## config.mk

```make
export PLATFORM = sky130hd
export DESIGN_NAME = polynomial_boundary_point_filter
export DESIGN_NICKNAME = d
export VERILOG_FILES = /design/src/pbpf_pkg.sv /design/src/pbpf_ctrl.sv /design/src/pbpf_datapath.sv /design/src/polynomial_boundary_point_filter.sv
export VERILOG_INCLUDE_DIRS = /design/src /design/src/src
export SDC_FILE = /design/constraint.sdc
export NUM_CORES = 2
export LEC_CHECK = 0
export BUFFER_PORTS_ARGS = -buffer_cell sky130_fd_sc_hd__buf_2
export CORE_MARGIN = 2
export CORE_UTILIZATION = 45
export CTS_BUF_LIST = sky130_fd_sc_hd__clkbuf_2
export CTS_CLUSTER_SIZE = 30
export DETAILED_ROUTE_END_ITERATION = 6
export GPL_ROUTABILITY_DRIVEN = 0
export PLACE_DENSITY = 0.69
export SLEW_MARGIN = 10
export SYNTH_ARGS = -nofsm -noshare
export SYNTH_HDL_FRONTEND = slang
export SYNTH_SLANG_ARGS = --single-unit
```

## constraint.sdc

```tcl
create_clock -name clk -period 9.2 [get_ports clk]
set_clock_uncertainty 0.2 [all_clocks]
set_input_delay 0.46 -clock clk [delete_from_list [all_inputs] [get_ports clk]]
set_output_delay 0.46 -clock clk [all_outputs]
set_load 0.01 [all_outputs]
```

## src/polynomial_boundary_point_filter_defines.svh

```systemverilog
// ----------------------------------------------------------------------------
// Polynomial boundary point filter: assertion macros
// Shared concurrent check forms, clocked on clk and held off during reset.
// ----------------------------------------------------------------------------
`ifndef POLYNOMIAL_BOUNDARY_POINT_FILTER_DEFINES_SVH
`define POLYNOMIAL_BOUNDARY_POINT_FILTER_DEFINES_SVH

// same-cycle implication
`define PBPF_ASSERT_IMP(lbl, ante, cons) \
  lbl: assert property (@(posedge clk) disable iff (!rst_n) (ante) |-> (cons)) \
    else $error("pbpf: same-cycle check failed");

// next-cycle implication
`define PBPF_ASSERT_NEXT(lbl, ante, cons) \
  lbl: assert property (@(posedge clk) disable iff (!rst_n) (ante) |=> (cons)) \
    else $error("pbpf: next-cycle check failed");

`endif

```

## src/pbpf_pkg.sv

```systemverilog
// ----------------------------------------------------------------------------
// Polynomial boundary point filter: package
// Widths, register indexes, mode codes, reset values and shared types.
// ----------------------------------------------------------------------------
package pbpf_pkg;

  localparam int X_W        = 24;
  localparam int COEF_W     = 32;
  localparam int CHUNK_W    = 32;
  localparam int MUL_A_W    = CHUNK_W + 1;
  localparam int PROD_W     = MUL_A_W + X_W;
  localparam int OPR_W      = 3 * CHUNK_W;
  localparam int ACC_W      = 112;
  localparam int SLOT_W     = 4;
  localparam int CFG_ADDR_W = 3;
  localparam int CFG_DATA_W = 32;
  localparam int IN_DATA_W  = 48;
  localparam int IN_USER_W  = 3;
  localparam int OUT_DATA_W = 8;
  localparam int OUT_USER_W = 2;

  localparam logic [CFG_ADDR_W-1:0] REG_POLY_DEGREE   = 3'd0;
  localparam logic [CFG_ADDR_W-1:0] REG_COEF_CONST    = 3'd1;
  localparam logic [CFG_ADDR_W-1:0] REG_COEF_LIN      = 3'd2;
  localparam logic [CFG_ADDR_W-1:0] REG_COEF_SQ       = 3'd3;
  localparam logic [CFG_ADDR_W-1:0] REG_COEF_CUBE     = 3'd4;
  localparam logic [CFG_ADDR_W-1:0] REG_BOUNDARY_MODE = 3'd5;
  localparam logic [CFG_ADDR_W-1:0] REG_X_LOWER       = 3'd6;
  localparam logic [CFG_ADDR_W-1:0] REG_X_UPPER       = 3'd7;

  localparam logic [1:0] MODE_KEEP_ALL = 2'd0;
  localparam logic [1:0] MODE_ABOVE    = 2'd1;
  localparam logic [1:0] MODE_BELOW    = 2'd2;

  localparam logic [1:0] DEG_SQ   = 2'd2;
  localparam logic [1:0] DEG_CUBE = 2'd3;

  localparam logic [1:0] LAST_STEP = 2'd2;

  localparam logic        [1:0]        RST_POLY_DEGREE   = 2'd2;
  localparam logic signed [COEF_W-1:0] RST_COEF_CONST    = 32'sd100663296;
  localparam logic signed [COEF_W-1:0] RST_COEF_LIN      = -32'sd24949;
  localparam logic signed [COEF_W-1:0] RST_COEF_SQ       = 32'sd24949;
  localparam logic signed [COEF_W-1:0] RST_COEF_CUBE     = 32'sd0;
  localparam logic        [1:0]        RST_BOUNDARY_MODE = 2'd1;
  localparam logic signed [X_W-1:0]    RST_X_LOWER       = -24'sd23808;
  localparam logic signed [X_W-1:0]    RST_X_UPPER       = 24'sd24064;

  typedef enum logic [1:0] {
    ST_IDLE,
    ST_MUL,
    ST_ADD,
    ST_DECIDE
  } state_t;

  typedef struct packed {
    logic       load;
    logic       mul;
    logic       add;
    logic [1:0] chunk;
    logic       last_chunk;
    logic       step_end;
    logic [1:0] step;
    logic       emit;
  } dp_cmd_t;

endpackage

```

## src/pbpf_ctrl.sv

```systemverilog
// ----------------------------------------------------------------------------
// Polynomial boundary point filter: controller
// Sequences the Horner steps and the chunked multiply, owns the handshakes.
// ----------------------------------------------------------------------------
`include "polynomial_boundary_point_filter_defines.svh"

module pbpf_ctrl (
  input  logic               clk,
  input  logic               rst_n,
  input  logic               in_tvalid,
  output logic               in_tready,
  output logic               out_tvalid,
  input  logic               out_tready,
  input  logic               eval_in,
  output pbpf_pkg::dp_cmd_t  cmd
);

  pbpf_pkg::state_t state_r, state_nxt;
  logic [1:0] chunk_r, chunk_nxt;
  logic [1:0] step_r, step_nxt;
  logic       out_valid_r, out_valid_nxt;
  logic       accept;
  logic       last_chunk;
  logic       emit;

  assign in_tready  = (state_r == pbpf_pkg::ST_IDLE);
  assign accept     = in_tvalid && in_tready;
  assign last_chunk = (chunk_r == step_r);
  assign emit       = (state_r == pbpf_pkg::ST_DECIDE) && (!out_valid_r || out_tready);
  assign out_tvalid = out_valid_r;

  always_comb begin
    state_nxt = state_r;
    unique case (state_r)
      pbpf_pkg::ST_IDLE: begin
        if (accept) begin
          state_nxt = eval_in ? pbpf_pkg::ST_MUL : pbpf_pkg::ST_DECIDE;
        end
      end
      pbpf_pkg::ST_MUL: begin
        state_nxt = pbpf_pkg::ST_ADD;
      end
      pbpf_pkg::ST_ADD: begin
        if (last_chunk && (step_r == pbpf_pkg::LAST_STEP)) begin
          state_nxt = pbpf_pkg::ST_DECIDE;
        end else begin
          state_nxt = pbpf_pkg::ST_MUL;
        end
      end
      pbpf_pkg::ST_DECIDE: begin
        if (emit) begin
          state_nxt = pbpf_pkg::ST_IDLE;
        end
      end
      default: state_nxt = pbpf_pkg::ST_IDLE;
    endcase
  end

  always_comb begin
    cmd            = '0;
    cmd.load       = accept;
    cmd.mul        = (state_r == pbpf_pkg::ST_MUL);
    cmd.add        = (state_r == pbpf_pkg::ST_ADD);
    cmd.chunk      = chunk_r;
    cmd.last_chunk = last_chunk;
    cmd.step_end   = (state_r == pbpf_pkg::ST_ADD) && last_chunk;
    cmd.step       = step_r;
    cmd.emit       = emit;
  end

  always_comb begin
    chunk_nxt = chunk_r;
    step_nxt  = step_r;
    if (accept) begin
      chunk_nxt = 2'd0;
      step_nxt  = 2'd0;
    end else if (state_r == pbpf_pkg::ST_ADD) begin
      if (last_chunk) begin
        chunk_nxt = 2'd0;
        step_nxt  = step_r + 2'd1;
      end else begin
        chunk_nxt = chunk_r + 2'd1;
      end
    end
  end

  always_comb begin
    out_valid_nxt = out_valid_r;
    if (emit) begin
      out_valid_nxt = 1'b1;
    end else if (out_tready) begin
      out_valid_nxt = 1'b0;
    end
  end

  always_ff @(posedge clk) begin
    if (!rst_n) begin
      state_r     <= pbpf_pkg::ST_IDLE;
      chunk_r     <= 2'd0;
      step_r      <= 2'd0;
      out_valid_r <= 1'b0;
    end else begin
      state_r     <= state_nxt;
      chunk_r     <= chunk_nxt;
      step_r      <= step_nxt;
      out_valid_r <= out_valid_nxt;
    end
  end

  `PBPF_ASSERT_IMP(a_chunk_in_step, state_r == pbpf_pkg::ST_MUL || state_r == pbpf_pkg::ST_ADD, chunk_r <= step_r && step_r <= pbpf_pkg::LAST_STEP)
  `PBPF_ASSERT_NEXT(a_one_in_flight, in_tvalid && in_tready, !in_tready)
  `PBPF_ASSERT_NEXT(a_emit_shows, emit, out_valid_r)

endmodule

```

## src/pbpf_datapath.sv

```systemverilog
// ----------------------------------------------------------------------------
// Polynomial boundary point filter: datapath
// Config registers, clamp, chunked Horner evaluation, boundary test, counters.
// ----------------------------------------------------------------------------
`include "polynomial_boundary_point_filter_defines.svh"

module pbpf_datapath #(
  parameter int MAX_CIRCLES = 16,
  parameter int MAX_LAMPS   = 16
) (
  input  logic                                clk,
  input  logic                                rst_n,
  input  logic                                cfg_wr_en,
  input  logic [pbpf_pkg::CFG_ADDR_W-1:0]     cfg_addr,
  input  logic [pbpf_pkg::CFG_DATA_W-1:0]     cfg_wdata,
  input  logic [pbpf_pkg::IN_DATA_W-1:0]      in_tdata,
  input  logic [pbpf_pkg::IN_USER_W-1:0]      in_tuser,
  input  pbpf_pkg::dp_cmd_t                   cmd,
  output logic                                eval_in,
  output logic [pbpf_pkg::OUT_DATA_W-1:0]     out_tdata,
  output logic [pbpf_pkg::OUT_USER_W-1:0]     out_tuser
);

  localparam int XW   = pbpf_pkg::X_W;
  localparam int CW   = pbpf_pkg::COEF_W;
  localparam int AW   = pbpf_pkg::ACC_W;
  localparam int OW   = pbpf_pkg::OPR_W;
  localparam int PW   = pbpf_pkg::PROD_W;
  localparam int KW   = pbpf_pkg::CHUNK_W;
  localparam int SW   = pbpf_pkg::SLOT_W;
  localparam int CIRC_W = $clog2(MAX_CIRCLES + 1);
  localparam int LAMP_W = $clog2(MAX_LAMPS + 1);

  // configuration
  logic        [1:0]    poly_degree_r;
  logic signed [CW-1:0] coef_const_r, coef_lin_r, coef_sq_r, coef_cube_r;
  logic        [1:0]    boundary_mode_r;
  logic signed [XW-1:0] x_lower_r, x_upper_r;

  // item state
  logic signed [XW-1:0] xc_r, xc_nxt;
  logic signed [XW-1:0] y_r;
  logic                 valid_r, kind_r, eval_r;
  logic signed [OW-1:0] opr_r, opr_nxt;
  logic signed [AW-1:0] acc_r, acc_nxt;
  logic signed [PW-1:0] prod_r;
  logic [CIRC_W-1:0]    circ_cnt_r, circ_cnt_nxt;
  logic [LAMP_W-1:0]    lamp_cnt_r, lamp_cnt_nxt;
  logic                 kept_r, kept_nxt, lost_r, lost_nxt;
  logic [SW-1:0]        slot_r, slot_nxt;

  logic                 in_frame, in_kind, in_valid;
  logic signed [XW-1:0] x_in, y_in;
  logic signed [CW-1:0] c3_eff, c2_eff;
  logic [KW-1:0]        chunk_bits;
  logic signed [PW-1:0] prod_c;
  logic signed [AW-1:0] prod_ext, prod_shift, acc_sum;
  logic signed [AW-1:0] addend_lin, addend_const;
  logic                 s_neg, s_zero, pass;
  logic                 circ_full, lamp_full;
  logic [CIRC_W+SW-1:0] circ_wide;
  logic [LAMP_W+SW-1:0] lamp_wide;

  assign in_frame = in_tuser[0];
  assign in_kind  = in_tuser[1];
  assign in_valid = in_tuser[2];
  assign x_in     = in_tdata[XW-1:0];
  assign y_in     = in_tdata[2*XW-1:XW];

  assign eval_in = in_valid && ((boundary_mode_r == pbpf_pkg::MODE_ABOVE) ||
                                (boundary_mode_r == pbpf_pkg::MODE_BELOW));

  always_ff @(posedge clk) begin
    if (!rst_n) begin
      poly_degree_r   <= pbpf_pkg::RST_POLY_DEGREE;
      coef_const_r    <= pbpf_pkg::RST_COEF_CONST;
      coef_lin_r      <= pbpf_pkg::RST_COEF_LIN;
      coef_sq_r       <= pbpf_pkg::RST_COEF_SQ;
      coef_cube_r     <= pbpf_pkg::RST_COEF_CUBE;
      boundary_mode_r <= pbpf_pkg::RST_BOUNDARY_MODE;
      x_lower_r       <= pbpf_pkg::RST_X_LOWER;
      x_upper_r       <= pbpf_pkg::RST_X_UPPER;
    end else if (cfg_wr_en) begin
      unique case (cfg_addr)
        pbpf_pkg::REG_POLY_DEGREE:   poly_degree_r   <= cfg_wdata[1:0];
        pbpf_pkg::REG_COEF_CONST:    coef_const_r    <= cfg_wdata[CW-1:0];
        pbpf_pkg::REG_COEF_LIN:      coef_lin_r      <= cfg_wdata[CW-1:0];
        pbpf_pkg::REG_COEF_SQ:       coef_sq_r       <= cfg_wdata[CW-1:0];
        pbpf_pkg::REG_COEF_CUBE:     coef_cube_r     <= cfg_wdata[CW-1:0];
        pbpf_pkg::REG_BOUNDARY_MODE: boundary_mode_r <= cfg_wdata[1:0];
        pbpf_pkg::REG_X_LOWER:       x_lower_r       <= cfg_wdata[XW-1:0];
        pbpf_pkg::REG_X_UPPER:       x_upper_r       <= cfg_wdata[XW-1:0];
        default: ;
      endcase
    end
  end

  // clamp: when the bounds cross, inputs below the lower bound take it and all others take the upper bound
  always_comb begin
    priority if (x_in < x_lower_r) begin
      xc_nxt = x_lower_r;
    end else if (x_in > x_upper_r) begin
      xc_nxt = x_upper_r;
    end else begin
      xc_nxt = x_in;
    end
  end

  assign c3_eff = (poly_degree_r == pbpf_pkg::DEG_CUBE) ? coef_cube_r : '0;
  assign c2_eff = ((poly_degree_r == pbpf_pkg::DEG_SQ) ||
                   (poly_degree_r == pbpf_pkg::DEG_CUBE)) ? coef_sq_r : '0;

  assign addend_lin   = AW'(coef_lin_r) <<< 16;
  assign addend_const = (AW'(coef_const_r) <<< 24) + (AW'(y_r) <<< 40);

  // chunked multiply: top chunk of a step signed, lower ones unsigned
  always_comb begin
    unique case (cmd.chunk)
      2'd0:    chunk_bits = opr_r[KW-1:0];
      2'd1:    chunk_bits = opr_r[2*KW-1:KW];
      default: chunk_bits = opr_r[3*KW-1:2*KW];
    endcase
  end

  assign prod_c   = $signed({cmd.last_chunk & chunk_bits[KW-1], chunk_bits}) * xc_r;
  assign prod_ext = AW'(prod_r);

  always_comb begin
    unique case (cmd.chunk)
      2'd0:    prod_shift = prod_ext;
      2'd1:    prod_shift = prod_ext <<< KW;
      default: prod_shift = prod_ext <<< (2 * KW);
    endcase
  end

  assign acc_sum = acc_r + prod_shift;

  always_comb begin
    opr_nxt = opr_r;
    acc_nxt = acc_r;
    if (cmd.load) begin
      opr_nxt = OW'(c3_eff);
      acc_nxt = AW'(c2_eff) <<< 8;
    end else if (cmd.add) begin
      if (cmd.step_end) begin
        opr_nxt = acc_sum[OW-1:0];
        acc_nxt = (cmd.step == 2'd0) ? addend_lin : addend_const;
        if (cmd.step == pbpf_pkg::LAST_STEP) begin
          acc_nxt = acc_sum;
        end
      end else begin
        acc_nxt = acc_sum;
      end
    end
  end

  // boundary test and slot assignment
  assign s_neg  = acc_r[AW-1];
  assign s_zero = (acc_r == '0);

  always_comb begin
    if (!eval_r) begin
      pass = valid_r;
    end else if (boundary_mode_r == pbpf_pkg::MODE_ABOVE) begin
      pass = s_neg || s_zero;
    end else begin
      pass = !s_neg;
    end
  end

  assign circ_full = (circ_cnt_r >= CIRC_W'(MAX_CIRCLES));
  assign lamp_full = (lamp_cnt_r >= LAMP_W'(MAX_LAMPS));
  assign circ_wide = {{SW{1'b0}}, circ_cnt_r};
  assign lamp_wide = {{SW{1'b0}}, lamp_cnt_r};

  always_comb begin
    kept_nxt     = 1'b0;
    lost_nxt     = 1'b0;
    slot_nxt     = '0;
    circ_cnt_nxt = circ_cnt_r;
    lamp_cnt_nxt = lamp_cnt_r;
    if (cmd.load && in_frame) begin
      circ_cnt_nxt = '0;
      lamp_cnt_nxt = '0;
    end else if (cmd.emit && pass) begin
      if (kind_r) begin
        if (lamp_full) begin
          lost_nxt = 1'b1;
        end else begin
          kept_nxt     = 1'b1;
          slot_nxt     = lamp_wide[SW-1:0];
          lamp_cnt_nxt = lamp_cnt_r + LAMP_W'(1);
        end
      end else begin
        if (circ_full) begin
          lost_nxt = 1'b1;
        end else begin
          kept_nxt     = 1'b1;
          slot_nxt     = circ_wide[SW-1:0];
          circ_cnt_nxt = circ_cnt_r + CIRC_W'(1);
        end
      end
    end
  end

  always_ff @(posedge clk) begin
    if (!rst_n) begin
      circ_cnt_r <= '0;
      lamp_cnt_r <= '0;
    end else begin
      circ_cnt_r <= circ_cnt_nxt;
      lamp_cnt_r <= lamp_cnt_nxt;
    end
  end

  always_ff @(posedge clk) begin
    if (cmd.load) begin
      xc_r    <= xc_nxt;
      y_r     <= y_in;
      valid_r <= in_valid;
      kind_r  <= in_kind;
      eval_r  <= eval_in;
    end
    if (cmd.mul) begin
      prod_r <= prod_c;
    end
    if (cmd.emit) begin
      kept_r <= kept_nxt;
      lost_r <= lost_nxt;
      slot_r <= slot_nxt;
    end
    opr_r <= opr_nxt;
    acc_r <= acc_nxt;
  end

  assign out_tdata = {{(pbpf_pkg::OUT_DATA_W - SW){1'b0}}, slot_r};
  assign out_tuser = {lost_r, kept_r};

  `PBPF_ASSERT_IMP(a_count_cap, 1'b1, circ_cnt_r <= CIRC_W'(MAX_CIRCLES) && lamp_cnt_r <= LAMP_W'(MAX_LAMPS))
  `PBPF_ASSERT_NEXT(a_kept_or_lost, cmd.emit, !(kept_r && lost_r) && (kept_r || slot_r == '0))

endmodule

```

## src/polynomial_boundary_point_filter.sv

```systemverilog
// ----------------------------------------------------------------------------
// Polynomial boundary point filter
// Keeps detected points on one side of a cubic boundary and hands out slots.
// ----------------------------------------------------------------------------
// Input stream: one detected point per item; x and y in tdata, frame start,
// kind and valid flags in tuser. Output stream: one result per item; the
// slot in tdata, kept and lost-full flags in tuser. Configuration: a plain
// write port; write registers only while no item is in flight.
// Items that need the boundary test are evaluated on the single shared 33x24
// multiplier: three Horner steps of one, two and three 32-bit chunks, each
// chunk a multiply state and then an accumulate state, followed by the
// decision state. Invalid items and keep-all modes go straight from
// acceptance to the decision state. One item is in flight at a time: a new
// item is taken only once the decision for the last one has been made.
// The result sits in an output register; the next item is taken while it
// waits. A stalled receiver holds the result and stops the decision stage.
// Reset restores the default coefficients and clears both slot counters.
// ----------------------------------------------------------------------------
module polynomial_boundary_point_filter #(
  parameter int MAX_CIRCLES = 16,
  parameter int MAX_LAMPS   = 16
) (
  input  logic                               clk,
  input  logic                               rst_n,
  input  logic                               cfg_wr_en,
  input  logic [pbpf_pkg::CFG_ADDR_W-1:0]    cfg_addr,
  input  logic [pbpf_pkg::CFG_DATA_W-1:0]    cfg_wdata,
  input  logic                               in_tvalid,
  output logic                               in_tready,
  input  logic [pbpf_pkg::IN_DATA_W-1:0]     in_tdata,   // x_pos, y_pos
  input  logic [pbpf_pkg::IN_USER_W-1:0]     in_tuser,   // frame_start, item_kind, item_valid
  output logic                               out_tvalid,
  input  logic                               out_tready,
  output logic [pbpf_pkg::OUT_DATA_W-1:0]    out_tdata,  // slot, zero fill
  output logic [pbpf_pkg::OUT_USER_W-1:0]    out_tuser   // kept, lost_full
);

  pbpf_pkg::dp_cmd_t cmd;
  logic              eval_in;

  pbpf_ctrl u_ctrl (
    .clk        (clk),
    .rst_n      (rst_n),
    .in_tvalid  (in_tvalid),
    .in_tready  (in_tready),
    .out_tvalid (out_tvalid),
    .out_tready (out_tready),
    .eval_in    (eval_in),
    .cmd        (cmd)
  );

  pbpf_datapath #(
    .MAX_CIRCLES (MAX_CIRCLES),
    .MAX_LAMPS   (MAX_LAMPS)
  ) u_datapath (
    .clk       (clk),
    .rst_n     (rst_n),
    .cfg_wr_en (cfg_wr_en),
    .cfg_addr  (cfg_addr),
    .cfg_wdata (cfg_wdata),
    .in_tdata  (in_tdata),
    .in_tuser  (in_tuser),
    .cmd       (cmd),
    .eval_in   (eval_in),
    .out_tdata (out_tdata),
    .out_tuser (out_tuser)
  );

endmodule
```

# After elaboration in Yosys (flattened, before gate mapping)
# Cells that the tools add are included.
# totals
inputBits,91
output_inout_bits,12
latch_bits,0
rom_bits,0
n_memories,0
ramBits,0
regBits,519
# classes
eq_ne,19
n_addsub,6
magnitude_cmp,4
n_bitwise,6
div_mod_pow,0
multipliers,1
shifts,0
n_mux,33
reduce_logical,37
# ops
operator,n
$mux W112,5
$mux W96,3
$pmux W112 S2,1
$add A112 B112 Y112,1
$logic_not A112 Y1,1
$add A56 B64 Y65,1
$mux W32,2
$pmux W32 S2,1
$mul A33 B24 Y57,1
$mux W24,2
$gt A24 B24 Y1,1
$lt A24 B24 Y1,1
$reduce_and A2 Y1,11
$eq A2 B2 Y1 const B,6
$eq A3 B3 Y1 const B,4
$mux W4,3
$add A5 B1 Y5 const B,2
$ge A5 B5 Y1 const B,2
$mux W1,10
$mux W2,5
$pmux W2 S4,1
$logic_and A1 B1 Y1,7
$eq A2 B1 Y1 const B,3
$eq A3 B2 Y1 const B,2
other kinds (14),30

# Depth between registers and ports, before layout
# logic_depth
depth_word,7
ltp_mapped,36

# Cells and area by module
# Synthesis repeated with hierarchy kept, for this count alone.
# hier_totals
cells_unflattened,6477
area_unflattened_um2,58828.9
# by_module_without_submodules
mod,seq_area_each_um2,n_inst,area_each_um2,cells_each
pbpf_datapath,13392.8,1,58398.5,6430
pbpf_ctrl,140.1,1,430.4,47

# Least setup slack after synthesis
# No wires, ideal clock.
# synth_path
path_kind,flip-flop to flip-flop
startpoint,reg u_ctrl.chunk_r[0]
endpoint,"reg u_datapath.prod_r[56], data pin"
arrival_ns,8.587
n_path_buf,3
t_required_ns,8.740
path_stages_with_launch,35
path_slack_ns,0.153
cell_sequence,dfxtp_1 inv_1 ha_1 clkbuf_1 nor2_1 clkbuf_1 nand2_1 nand2_1 nor2b_1 clkbuf_1 nand2_1 inv_1 fa_1 fa_1 inv_1 fa_1 inv_1 fa_1 fa_1 fa_1 inv_1 fa_1 inv_1 ha_1 a21o_1 a21oi_1 o211ai_1 a21o_1 o2bb2ai_1 a211oi_1 nor3_1 o32ai_1 o21ai_0 a21oi_1 xnor2_1
# synth_via
elab_chain_cells,4
elab_cells_between_ends,6
cone_classes,1 x mul; 2 x eq/ne; 1 x mux; 1 x bitwise; 1 x reduce/logical
# synth_rtl
item,line,text
from (decl),pbpf_ctrl.sv:19,"logic [1:0] chunk_r, chunk_nxt;"
from (signal assigned),pbpf_ctrl.sv:104,chunk_r <= chunk_nxt;
$eq A2 B1 Y1 / $logic_not A2 Y1 (equally long branches),pbpf_datapath.sv:118,unique case (cmd.chunk)
$pmux W32 S2,pbpf_datapath.sv:118,
$and A1 B1 Y1,pbpf_datapath.sv:125,"assign prod_c = $signed({cmd.last_chunk & chunk_bits[KW-1], chunk_bits}) * xc_r;"
$mul A33 B24 Y57 *,pbpf_datapath.sv:125,
net u_datapath.prod_c[56],pbpf_datapath.sv:56,logic signed [PW-1:0] prod_c;
to (signal assigned),pbpf_datapath.sv:225,prod_r <= prod_c;
to (decl),pbpf_datapath.sv:46,logic signed [PW-1:0] prod_r;
# Mark *: on every way through the listed nets, which the timed path passes. The rest lies on a longest branch.
# A chain may end at the register's enable or synchronous reset.

# Final worst setup path
# layout_path
startpoint,reg u_ctrl.chunk_r[1]
endpoint,"reg u_datapath.prod_r[56], data pin"
# The elaborated chain is that of the path after synthesis.

==> impl_results.md <==
* Crit. End Element: flop
* MaxCap Viol Count at 0
* Residual DRC at 0
* Type of origin of the critical path: flop
* IO buf count at 98
* Worst skew pair latency at 1.38 ns
* WP data arrival at 9.72 ns
* Layout Area Growth over Synthesis at 10.2%
* Cells after Synth at roughly 6,400
* Synth Register Bits at 519
* Finished Layout Cells at 8,524
* Share of layout cells above drive strength 1 at 7.76%
* Die ar. at between 100,000 and 150,000 µm²
* Starting Density at between 40% and 50%
* Via density at 5.73
* CP peak stage delay at around 0.54 ns
* Slew HR at 13.7%
* First-pass GRT wire length at 288 mm
* CTS tree: yes
* # rows at 132
* Nets at a little under 8,000
* EDFF count, synth at 314
* Vias in the first global route at 49,200
* Cts bufs inserted at 139
* Worst EP required at 10.04 ns
* First-iteration detailed-routing DRC count at 5,343
* Final hold violation count at 0
* Period utilisation layout at 96.5%
* Worst Tran Pin Value at 1.28 ns
* Sink Count at between 500 and 600
* Root Buffer: clkbuf_2
* Setup_tns at 0 ns
* Synth top area share at 27.5%
* Worst Path Max Fanout at 38
* Largest net degree at the start of global routing at 109
* Core Area at 130,000 µm²
* CTS HTree Levels at 4
* Die H at 366 µm
* Cell family with most CP delay: adder cells
* Crit path max-delay cell type: fa_1
* Finished layout cell area at 64,800 µm²
* Global route total overflow at 0
* Reg clk slew, reported paths at 0.12 ns
* Drt wl/cell at 21.9 µm
* Placed instance area at just over 60,000 µm²
* Initial antenna violation count at 10
* Setup CP Type: flop to flop
* Placed Cells at 8,064
* Synth cell types at 93
* Mapped Area at 58,800 µm²
* Final WL at 186 mm
* Yosys warning total at 0
* Routed via count at 48,800
* Longest Clk Path Bufs at 3
* Asr flop ratio synth at 0%
* Area contributors post-synth: fa_1 (27%), edfxtp_1 (16%), ha_1 (7.3%)
* Synth Flop Type: edfxtp_1
* Buffer and inverter count on the worst path at 8
* Filler cells at about 12,000
* DIE WIDTH at 366 µm
* Sequential fraction of the synthesis area at a little under a quarter
* Slew Limit Fails at 0
* Detailed Routing Iterations Pass 1 at 7
* Final HPWL DP at 143 mm
* Most frequent CP cell: fa_1
* Top Ports at 103
* Final setup vio count at 0
* Leading area contributor after synthesis: fa_1
* Min Tclk post-route at 8.87 ns
* ANT nets after route at 0
* Tightest Hold Check Type: primary input to flop
* Syn_area_per_cell at about 9.1 µm²
* Fmax at 113 MHz
* Status: finished, final reports clean
* GRT Overall Usage at 28.1%
## flip-flops by register name (all words and copies together) (netlist names), 2 cells and up
| signal | count |
|---|---|
| u_datapath.opr_r | 96 |
| u_datapath.coef_sq_r | 32 |
| u_datapath.acc_r | 112 |
| u_datapath.coef_lin_r | 32 |
| u_datapath.coef_cube_r | 32 |
| u_ctrl.chunk_r | 2 |
| u_datapath.xc_r | 24 |
| u_ctrl.step_r | 2 |
| u_datapath.lamp_cnt_r | 5 |
| u_datapath.coef_const_r | 32 |
| u_datapath.y_r | 24 |
| u_datapath.x_lower_r | 24 |
| u_datapath.x_upper_r | 24 |
| u_datapath.slot_r | 4 |
| u_ctrl.state_r | 2 |
| u_datapath.prod_r | 57 |
| u_datapath.poly_degree_r | 2 |
| u_datapath.boundary_mode_r | 2 |
| u_datapath.circ_cnt_r | 5 |
## cell families (layout without fill, tap and decap cells)
logic type               after synthesis  in the layout  synth area share (%)
flip-flops                           519            519                  23.0
buffers and inverters               1265           1594                  8.14
AND/OR/NAND/NOR                     2022           2022                  16.1
multiplexers                          77             77                  1.31
XOR/XNOR                             192            192                  2.86
AO/OA/AOI/OAI                       1222           1222                  13.8
other                                  1              6               0.00637
adder cells (fa/ha/maj)             1150           1150                  34.8
## layer usage
| metal | global-route usage [%] | part of all wire [%] | up-vias |
|---|---|---|---|
| li1 | - | - | 21600 |
| met1 | 37.2 | 40 | 24100 |
| met2 | 43.3 | 44 | 2538 |
| met3 | 6.49 | 10 | 563 |
| met4 | 14.1 | 5.9 | 6 |
| met5 | 0 | 0.024 | - |
## synth_stat cells, drive strengths merged (6+ instances only)
| master | n |
|---|---|
| a211oi | 24 |
| a21boi | 141 |
| a21o | 151 |
| a21oi | 276 |
| a221o | 30 |
| a22o | 50 |
| a22oi | 39 |
| a31oi | 23 |
| and2 | 410 |
| and3 | 30 |
| and4 | 10 |
| buf | 33 |
| clkbuf | 323 |
| dfxtp | 205 |
| edfxtp | 314 |
| fa | 808 |
| ha | 342 |
| inv | 909 |
| mux2i | 75 |
| nand2 | 1036 |
| nand2b | 27 |
| nand3 | 86 |
| nand4 | 70 |
| nor2 | 195 |
| nor2b | 35 |
| nor3 | 43 |
| nor4 | 43 |
| o211ai | 48 |
| o21a | 30 |
| o21ai | 267 |
| o21bai | 45 |
| o221ai | 12 |
| o31a | 6 |
| o31ai | 15 |
| or2 | 11 |
| or3 | 12 |
| xnor2 | 138 |
| xor2 | 54 |
## stage by stage
| step | setup slack (ns) | util, % | hold slack (ns) |
|---|---|---|---|
| final | 0.326 | 50.0 | 0.160 |
| after CTS | 0.130 | 50.0 | 0.00753 |
| after floorplan | 0.153 | - | 0.232 |
| after global routing | -0.0188 | 50.0 | 0.0891 |
| after global placement | 0.272 | 47.3 | 0.246 |
| after detailed placement | 0.109 | 47.3 | 0.249 |
## path summary, 6_finish.rpt
path,start,slack (ns),cells past startpoint,endpoint
worst max-delay path,u_ctrl.chunk_r[1],0.33,31,u_datapath.prod_r[56]
worst min-delay path,in_tdata[27],0.16,3,u_datapath.y_r[3]
worst max register to register,u_ctrl.chunk_r[1],0.33,31,u_datapath.prod_r[56]
worst min register to register,u_datapath.coef_const_r[10],0.27,2,u_datapath.coef_const_r[10]
## tightest hold or removal path: stages
cell and delay [ns]:
dlygate4sd3_1 0.52, buf_2 0.09, dlygate4sd3_1 0.53
## area by class of cell
type / count / area, µm² / area share (%)
flip-flops and latches: 519 / 13500 / 20.9
well taps: 1742 / 2180 / 3.36
multi-input cells: 4667 / 40700 / 62.7
inverters: 909 / 3410 / 5.27
diodes: 2 / 5.00 / 0.00772
repair buffers: 438 / 3700 / 5.71
clock inverters: 45 / 307 / 0.473
clock buffers: 202 / 1010 / 1.56
## layout by cell type (no fill, tap or decap), drive strengths merged, types with 86 or more instances in the layout
master       synthesis  layout
fa                 808     808
o21ai              267     267
nor2               195     195
and2               410     410
inv                909     918
nand2             1036    1036
ha                 342     342
xnor2              138     138
nand3               86      86
edfxtp             314     314
a21boi             141     141
clkbuf             323     202
dlygate4sd3          0     209
dfxtp              205     205
a21o               151     151
buf                 33     229
a21oi              276     276
## repair_timing
| action | 4_1_cts | 5_1_grt |
|---|---|---|
| hold endpoints to repair | 319 | 0 |
| resized for setup | 0 | 17 |
| setup buffers | 0 | 0 |
| endpoints found under the setup margin | 0 | 10 |
| hold buffers | 210 | 0 |
Power is not shown: default switching activity piles up to over one toggle a cycle in this logic, so the estimate is an artifact.
